File: src/hdl/ppe_pkg.sv
`timescale 1ns / 1ps

package ppe_pkg;

  typedef enum logic [1:0] {
    OP_EMIT  = 2'd0,
    OP_TICK  = 2'd1,
    OP_DIRTY = 2'd2,
    OP_CLEAR = 2'd3
  } op_e;

  typedef enum logic [1:0] {
    REG_GRAVITY  = 2'd0,
    REG_SIZE     = 2'd1,
    REG_CAPACITY = 2'd2,
    REG_NONE     = 2'd3
  } reg_e;

  typedef enum logic [3:0] {
    ST_IDLE,
    ST_DECODE,
    ST_EM_CHECK,
    ST_EM_RNG,
    ST_EM_DIV,
    ST_EM_STORE,
    ST_EM_WRITE,
    ST_TK_CHECK,
    ST_TK_READ,
    ST_TK_PROC,
    ST_TK_END,
    ST_DONE
  } state_e;

  localparam logic [31:0] RNG_SEED       = 32'h1234abcd;
  localparam logic signed [31:0] BOX_LOW_EMPTY  = 32'sh7fffffff;
  localparam logic signed [31:0] BOX_HIGH_EMPTY = 32'sh80000000;

  typedef struct packed {
    logic [1:0]         operation;
    logic signed [15:0] origin_x;
    logic signed [15:0] origin_y;
    logic [7:0]         burst_count;
    logic [6:0]         spread_speed;
    logic [15:0]        lifetime;
  } req_t;

  typedef struct packed {
    logic [6:0]         particle_total;
    logic               box_valid;
    logic signed [31:0] box_left;
    logic signed [31:0] box_top;
    logic signed [31:0] box_right;
    logic signed [31:0] box_bottom;
  } rsp_t;

  typedef struct packed {
    logic [31:0] pos_x;
    logic [31:0] pos_y;
    logic [15:0] vel_x;
    logic [15:0] vel_y;
    logic [15:0] life;
  } rec_t;

  typedef struct packed {
    logic load_req;
    logic em_start;
    logic rng_step;
    logic div_start;
    logic vel_store;
    logic vel_y;
    logic em_write;
    logic tk_start;
    logic tk_proc;
    logic tk_end;
    logic dirty;
    logic clear;
    logic res_load;
  } cmd_t;

  typedef struct packed {
    op_e  op;
    logic em_more;
    logic span_zero;
    logic div_busy;
    logic tk_more;
    logic out_free;
  } sts_t;

  function automatic logic [31:0] xorshift(input logic [31:0] v);
    logic [31:0] a;
    logic [31:0] b;
    a = v ^ (v << 13);
    b = a ^ (a >> 17);
    return b ^ (b << 5);
  endfunction

endpackage

File: src/hdl/ppe_ctrl.sv
`timescale 1ns / 1ps

module ppe_ctrl (
  input  logic          clk_i,
  input  logic          rst_ni,
  input  logic          in_valid_i,
  output logic          in_ready_o,
  input  ppe_pkg::sts_t sts_i,
  output ppe_pkg::cmd_t cmd_o
);

  ppe_pkg::state_e state_q, state_d;
  logic which_q, which_d;

  always_ff @(posedge clk_i or negedge rst_ni) begin
    if (!rst_ni) begin
      state_q <= ppe_pkg::ST_IDLE;
      which_q <= 1'b0;
    end else begin
      state_q <= state_d;
      which_q <= which_d;
    end
  end

  always_comb begin
    state_d    = state_q;
    which_d    = which_q;
    cmd_o      = '0;
    in_ready_o = 1'b0;
    unique case (state_q)
      ppe_pkg::ST_IDLE: begin
        in_ready_o = 1'b1;
        if (in_valid_i) begin
          cmd_o.load_req = 1'b1;
          state_d = ppe_pkg::ST_DECODE;
        end
      end
      ppe_pkg::ST_DECODE: begin
        unique case (sts_i.op)
          ppe_pkg::OP_EMIT: begin
            cmd_o.em_start = 1'b1;
            state_d = ppe_pkg::ST_EM_CHECK;
          end
          ppe_pkg::OP_TICK: begin
            cmd_o.tk_start = 1'b1;
            state_d = ppe_pkg::ST_TK_CHECK;
          end
          ppe_pkg::OP_DIRTY: begin
            cmd_o.dirty = 1'b1;
            state_d = ppe_pkg::ST_DONE;
          end
          default: begin
            cmd_o.clear = 1'b1;
            state_d = ppe_pkg::ST_DONE;
          end
        endcase
      end
      ppe_pkg::ST_EM_CHECK: begin
        which_d = 1'b0;
        state_d = sts_i.em_more ? ppe_pkg::ST_EM_RNG : ppe_pkg::ST_DONE;
      end
      ppe_pkg::ST_EM_RNG: begin
        cmd_o.rng_step  = 1'b1;
        cmd_o.div_start = !sts_i.span_zero;
        state_d = sts_i.span_zero ? ppe_pkg::ST_EM_STORE : ppe_pkg::ST_EM_DIV;
      end
      ppe_pkg::ST_EM_DIV: begin
        if (!sts_i.div_busy) begin
          state_d = ppe_pkg::ST_EM_STORE;
        end
      end
      ppe_pkg::ST_EM_STORE: begin
        cmd_o.vel_store = 1'b1;
        cmd_o.vel_y     = which_q;
        which_d = 1'b1;
        state_d = which_q ? ppe_pkg::ST_EM_WRITE : ppe_pkg::ST_EM_RNG;
      end
      ppe_pkg::ST_EM_WRITE: begin
        cmd_o.em_write = 1'b1;
        state_d = ppe_pkg::ST_EM_CHECK;
      end
      ppe_pkg::ST_TK_CHECK: begin
        state_d = sts_i.tk_more ? ppe_pkg::ST_TK_READ : ppe_pkg::ST_TK_END;
      end
      ppe_pkg::ST_TK_READ: begin
        state_d = ppe_pkg::ST_TK_PROC;
      end
      ppe_pkg::ST_TK_PROC: begin
        cmd_o.tk_proc = 1'b1;
        state_d = ppe_pkg::ST_TK_CHECK;
      end
      ppe_pkg::ST_TK_END: begin
        cmd_o.tk_end = 1'b1;
        state_d = ppe_pkg::ST_DONE;
      end
      ppe_pkg::ST_DONE: begin
        if (sts_i.out_free) begin
          cmd_o.res_load = 1'b1;
          state_d = ppe_pkg::ST_IDLE;
        end
      end
      default: state_d = ppe_pkg::ST_IDLE;
    endcase
  end

endmodule

File: config.mk
export PLATFORM = sky130hd
export DESIGN_NAME = ppe_ctrl
export DESIGN_NICKNAME = d
export VERILOG_FILES = /design/src/hdl/ppe_pkg.sv /design/src/hdl/ppe_ctrl.sv
export SDC_FILE = /design/constraint.sdc
export NUM_CORES = 1
export LEC_CHECK = 0
export ABC_AREA = 0
export BUFFER_PORTS_ARGS = -buffer_cell sky130_fd_sc_hd__buf_2
export CORE_AREA = 2 2 48 50
export DETAILED_ROUTE_END_ITERATION = 6
export DIE_AREA = 0 0 50 52
export MAX_ROUTING_LAYER = met4
export PLACE_DENSITY_LB_ADDON = 0.08
export SETUP_SLACK_MARGIN = 0.15
export SLEW_MARGIN = 20
export SYNTH_ARGS = -nofsm -noshare
export SYNTH_HDL_FRONTEND = slang
export SYNTH_SLANG_ARGS = --single-unit
File: constraint.sdc
create_clock -name clk_i -period 2.4 [get_ports clk_i]
set_input_delay 0.36 -clock clk_i [delete_from_list [all_inputs] [get_ports clk_i]]
set_output_delay 0.36 -clock clk_i [all_outputs]
set_load 0.01 [all_outputs]
==> impl_metrics.csv, run 1 <==
group,metric,value,unit
placed_design,dp_hpwl,974,um
sta,hold_violations,0,
worst_setup_path,cp.arrival,1.64,ns
cells_and_area,drive_gt1_frac,0.348,
clock_tree,cts_buffers,3,
grt,first_global_vias,443,
worst_setup_path,critPathCaptureType,"primary output",
yosys,synth-seq-cells,5,
drt,routedWlPerCell,11.2,um
yosys,yosys.area.top_type,"dfrtp_1",
sta,finalSetupTns,0,ns
outcome,outcome,"complete, no violations",
clock_tree,h-tree-depth,1,
drt,viasPerCell,4.73,
hold_path,min_from,"sts_i[0]",
floorplanning,start_util,0.239,
sta,finalSetupViolCount,0,
sta,tightest_slew,0.578,ns
yosys,synth_common_cells,"6 x a21oi_1, 6 x nor2_1, 6 x nor3_1",
yosys,post_synth.cell_area_avg,7.53,sq um
power,power,0.000777,W
yosys,syn_area,504,sq um
placed_design,place_congestion,0.745,
worst_setup_path,crit_path_max_fanout,17,
worst_setup_path,critPathRequiredTime,2.04,ns
yosys,yosysSeqAreaShare,0.248,
sta,holdWs,0.378,ns
yosys,synth-edff-count,0,
drt,initialDrtViolationCount,7,
worst_setup_path,r2r_end,"state_q[0]",
clock_tree,clock_path_buffers,2,
placed_design,place_area,604,sq um
sta,rsz0062_at_grt,"false",
yosys,synth-main-ff-cell,"dfrtp_1",
grt,grt_max_degree,20,
sta,fmax,501,MHz
yosys,synth.net_count,77,
hold_path,holdPathStages,2,
worst_setup_path,rr_worst_depth,4,
floorplanning,die_area,2600,sq um
clock_tree,root_buffer,"clkbuf_4",
power,p_per_area,1210,nW/um^2
sta,relSlewSlack,0.614,
yosys,synthTopCellsByArea,"dfrtp_1 25%, a21oi_1 6.0%, nor3_1 6.0%",
grt,grt_pass1_wl,2.06,mm
yosys,yosys_warnings,0,
cells_and_area,nets,100,
hold_path,holdCritPathClass,"input pin to flip-flop",
worst_setup_path,setup.worst_path.start,"state_q[0]",
yosys,syn_inst,67,
yosys,synth_async_sr_flop_share,1.00,
yosys,netlist.area_leader.share,0.248,
floorplanning,num_io_pins,24,
hold_path,holdPathEnd,"state_q[0]",
drt,wirelength,1.31,mm
grt,gr-total-overflow,0,
floorplanning,row_count,17,
cells_and_area,fin_area,641,sq um
worst_setup_path,rrSetupSlack,0.84,ns
power,peakVddDrop,0.000729,V
clock_tree,tritoncts,"yes",
grt,antenna_found_initial,0,
drt,via_count,553,
placed_design,numPortBuffers,23,
cells_and_area,antenna_cells,0,
worst_setup_path,start_kind,"flip-flop",
worst_setup_path,r2r-start,"state_q[3]",
sta,finalCriticalPeriod,2.00,ns
sta,fin_crit_sh,0.832,
power,leakage,0.297,nW
worst_setup_path,critical_path_class,"flip-flop to primary output",
clock_tree,clk_pin_slew,0.04,ns
floorplanning,die_x,50,um
clock_tree,clk-insertion-delay-late,0.23,ns
floorplanning,core_area,2110,sq um
sta,slew_viol_final,0,
grt,grt_use_total,0.110,
placed_design,dp.cells,112,
clock_tree,cts_resized,0,
clock_tree,cts.sinks,5,
floorplanning,fp.dieH,52,um
yosys,synth_cell_type_count,28,
cells_and_area,syn2layout_area_growth,27.0,%
drt,drtPass1Iterations,4,
cells_and_area,finalNonFillerCells,117,
sta,skew,0.00266,ns
drt,drcViolationCount,0,
flow_run,drv_cap,0,
drt,antenna_left,0,
[cell usage in the layout (no fill, tap or decap), drive strengths merged]
| cell type | instances |
|---|---|
| a221oi | 1 |
| clkbuf | 4 |
| a21oi | 6 |
| nand2 | 4 |
| and3 | 2 |
| dfrtp | 5 |
| nand3b | 1 |
| nor2 | 7 |
| nand2b | 4 |
| o31ai | 2 |
| o211ai | 1 |
| nor3 | 6 |
| inv | 3 |
| and2 | 3 |
| xor2 | 1 |
| a311o | 1 |
| o21ai | 6 |
| o32ai | 1 |
| dlygate4sd3 | 1 |
| buf | 23 |
| nor4 | 2 |
| nor3b | 2 |
| nor4b | 1 |
| o22ai | 2 |
[kinds of logic after synthesis]
group                     share of synthesized area
and+or+nand+nor                               0.370
AOI/OAI and AO/OA                             0.243
xor gates and xnor gates                     0.0174
buffers and inverters                         0.122
DFF                                           0.248
[worst max-delay path by stage]
stage / endpoint / slack (ns) / depth (start not counted)
floorplan: cmd_o[12] / 0.83 / 4
global placement: cmd_o[11] / 0.67 / 3
detailed placement: cmd_o[11] / 0.65 / 3
CTS: cmd_o[11] / 0.38 / 3
global route: cmd_o[11] / 0.20 / 3
finish: cmd_o[11] / 0.40 / 3
[registers in the layout (all words and copies together) (netlist names)]
name,cells
state_q,4
which_q,1
[per-stage QoR]
| stage | worst slack [ns] | utilization |
|---|---|---|
| after global placement | 0.667 | 0.287 |
| after detailed placement | 0.653 | 0.287 |
| final | 0.403 | 0.304 |
| after CTS | 0.385 | 0.304 |
| after global routing | 0.200 | 0.304 |
| after floorplan | 0.831 | - |
[repair_timing]
item / CTS / global route
hold endpoints to repair: 5 / 0
buffers inserted: 0 / 0
hold buffers: 1 / 0
[critical path, stage by stage (launching register included)]
cell	delay [ns]
dfrtp_1	0.64
nor4b_2	0.39
nor3b_1	0.22
buf_2	0.15
[layout make-up]
type | instances | area [sq um]
clock buffers | 4 | 26.3
well taps | 28 | 35.0
multi-input cells | 53 | 318
flip-flops and latches | 5 | 125
inverters | 3 | 11.3
repair buffers | 24 | 125
fillers | 242 | 1470
[per-layer routing]
| layer | up-vias | wire length [um] | part of all wire | global-route usage |
|---|---|---|---|---|
| li1 | 289 | - | - | - |
| met5 | - | 0 | 0 | - |
| met2 | 21 | 558 | 0.42 | 0.145 |
| met1 | 243 | 654 | 0.50 | 0.151 |
| met3 | 0 | 100 | 0.076 | 0.0489 |
| met4 | 0 | 0 | 0 | 0.0278 |
[report_power, final]
part           internal [W]  leakage [nW]   total, W  switching (W)
registers          0.000127        0.0595   0.000280       0.000153
logic              0.000199         0.222   0.000405       0.000206
clock network     0.0000625        0.0150  0.0000920      0.0000295
total              0.000389         0.297   0.000777       0.000388
Power figures use the tool's default switching activity.
==> inputs of run 2 (changes only) <==
==> constraint.sdc (replaced) <==
create_clock -name clk_i -period 1.65 [get_ports clk_i]
set_input_delay 0.2475 -clock clk_i [delete_from_list [all_inputs] [get_ports clk_i]]
set_output_delay 0.2475 -clock clk_i [all_outputs]
set_load 0.01 [all_outputs]
==> impl_metrics.csv, run 2 (same netlist as run 1, synthesis figures left out) <==
group,metric,value,unit
sta,tightest_slew,0.296,ns
sta,finalCriticalPeriod,1.62,ns
drt,via_count,655,
floorplanning,die_area,2600,sq um
floorplanning,row_count,17,
clock_tree,h-tree-depth,1,
hold_path,holdPathStages,2,
hold_path,min_from,"sts_i[0]",
floorplanning,die_x,50,um
sta,rsz0062_at_grt,"true",
hold_path,holdPathEnd,"state_q[0]",
grt,antenna_found_initial,0,
cells_and_area,nets,119,
sta,fin_crit_sh,0.981,
clock_tree,clk-insertion-delay-late,0.24,ns
sta,relSlewSlack,0.802,
worst_setup_path,rr_worst_depth,5,
clock_tree,clk_pin_slew,0.04,ns
cells_and_area,drive_gt1_frac,0.593,
outcome,outcome,"complete, no violations",
floorplanning,fp.dieH,52,um
floorplanning,core_area,2110,sq um
placed_design,place_congestion,0.771,
placed_design,numPortBuffers,23,
sta,slew_viol_final,0,
clock_tree,clock_path_buffers,2,
worst_setup_path,path_buf_inv,3,
clock_tree,tritoncts,"yes",
worst_setup_path,critical_path.max_stage_delay,0.44,ns
worst_setup_path,worstPathCellList,"buf_4, buf_8, nor4_4, and2_1, buf_2",
clock_tree,cts_buffers,3,
power,leakage,0.430,nW
worst_setup_path,critical_path_class,"flip-flop to primary output",
flow_run,drv_cap,0,
worst_setup_path,critPathCaptureType,"primary output",
grt,gr-total-overflow,0,
worst_setup_path,r2r_end,"state_q[2]",
grt,grt_pass1_wl,2.45,mm
worst_setup_path,cp.arrival,1.37,ns
sta,fmax,618,MHz
cells_and_area,final_cell_mix,"23 x buf_2, 13 x buf_4, 6 x a21oi_1",
drt,drtPass1Iterations,4,
placed_design,dp_hpwl,1.05,mm
clock_tree,cts.sinks,5,
worst_setup_path,critPathTopFamily,"flip-flops",
drt,initialDrtViolationCount,16,
floorplanning,num_io_pins,24,
sta,finalSetupViolCount,0,
power,p_per_area,1930,nW/um^2
worst_setup_path,critPathRequiredTime,1.40,ns
sta,skew,0.00299,ns
drt,routedWlPerCell,11.5,um
cells_and_area,largest_reg_flops,4,
worst_setup_path,crit_path_max_fanout,9,
cells_and_area,top_regs,"state_q: 4 flops, which_q: 1 flops",
cells_and_area,num-fill-cells,212,
sta,holdWs,0.274,ns
sta,hold_violations,0,
worst_setup_path,r2r-start,"state_q[3]",
drt,antenna_left,0,
worst_setup_path,slowest_stage,"dfrtp_2",
power,peakVddDrop,0.000874,V
grt,first_global_vias,568,
worst_setup_path,start_kind,"flip-flop",
hold_path,holdCritPathClass,"input pin to flip-flop",
drt,viasPerCell,4.82,
grt,grt_use_total,0.129,
cells_and_area,regMostFlops,"state_q",
cells_and_area,final_common_cell,"buf_2",
cells_and_area,final_util,0.428,
floorplanning,start_util,0.239,
clock_tree,root_buffer,"clkbuf_4",
drt,drcViolationCount,0,
cells_and_area,antenna_cells,0,
drt,wirelength,1.56,mm
cells_and_area,syn2layout_area_growth,78.7,%
worst_setup_path,rrSetupSlack,0.22,ns
grt,grt_max_degree,10,
==> run 2: cell count changes in the layout (fill, tap and decap cells not counted), sizes merged <==
cell	previous run	this run
buf	23	42
==> run 2: layout make-up <==
| type | count | area [sq um] | share of cell area |
|---|---|---|---|
| inverters | 3 | 16.3 | 0.0181 |
| well taps | 28 | 35.0 | 0.0389 |
| flip-flops and latches | 5 | 129 | 0.143 |
| multi-input cells | 53 | 400 | 0.444 |
| repair buffers | 43 | 294 | 0.326 |
| clock buffers | 4 | 26.3 | 0.0292 |
==> run 2: where the power goes <==
group,internal (W),switching [W]
logic,0.000688,0.000645
clock network,0.0000911,0.0000452
registers,0.000194,0.0000772
total,0.000973,0.000768
==> run 2: per-stage QoR <==
stage	setup TNS [ns]	power, W	setup WS [ns]	cells	area (sq um)
after floorplan	0	0.000892	0.194	67	504
final	0	0.00174	0.0310	136	901
after detailed placement	0	0.00111	0.206	118	649
after CTS	0	0.00160	0.0314	133	833
after global placement	0	0.00113	0.207	118	649
after global routing	-0.171	0.00188	-0.0631	136	901
==> run 2: worst max path at each step <==
stage                 to  slack [ns]  cells after the start        from
3_3_place_gp   cmd_o[11]        0.21                      4  state_q[0]
2_1_floorplan  cmd_o[12]        0.19                      4  state_q[3]
5_1_grt        cmd_o[11]       -0.06                      3  state_q[2]
3_5_place_dp   cmd_o[11]        0.21                      4  state_q[0]
6_report       cmd_o[12]        0.03                      5  state_q[2]
4_1_cts        cmd_o[12]        0.03                      4  state_q[1]
==> run 2: what timing repair did <==
item | CTS | global route
setup endpoints to repair | 13 | 14
buffers inserted | 10 | 3
pin swaps | 4 | 7
hold buffers | 1 | 0
gates cloned | 0 | 0
endpoints found under the hold margin | 5 | 0
resized for setup | 15 | 11
==> run 2: per-layer routing <==
layer / share of wire / wire length [um] / GRT usage / up-vias
li1: - / - / - / 329
met1: 0.47 / 726 / 0.157 / 297
met2: 0.47 / 736 / 0.200 / 27
met3: 0.053 / 82 / 0.0460 / 2
met4: 0.0090 / 14 / 0.0417 / 0
met5: 0 / 0 / - / -
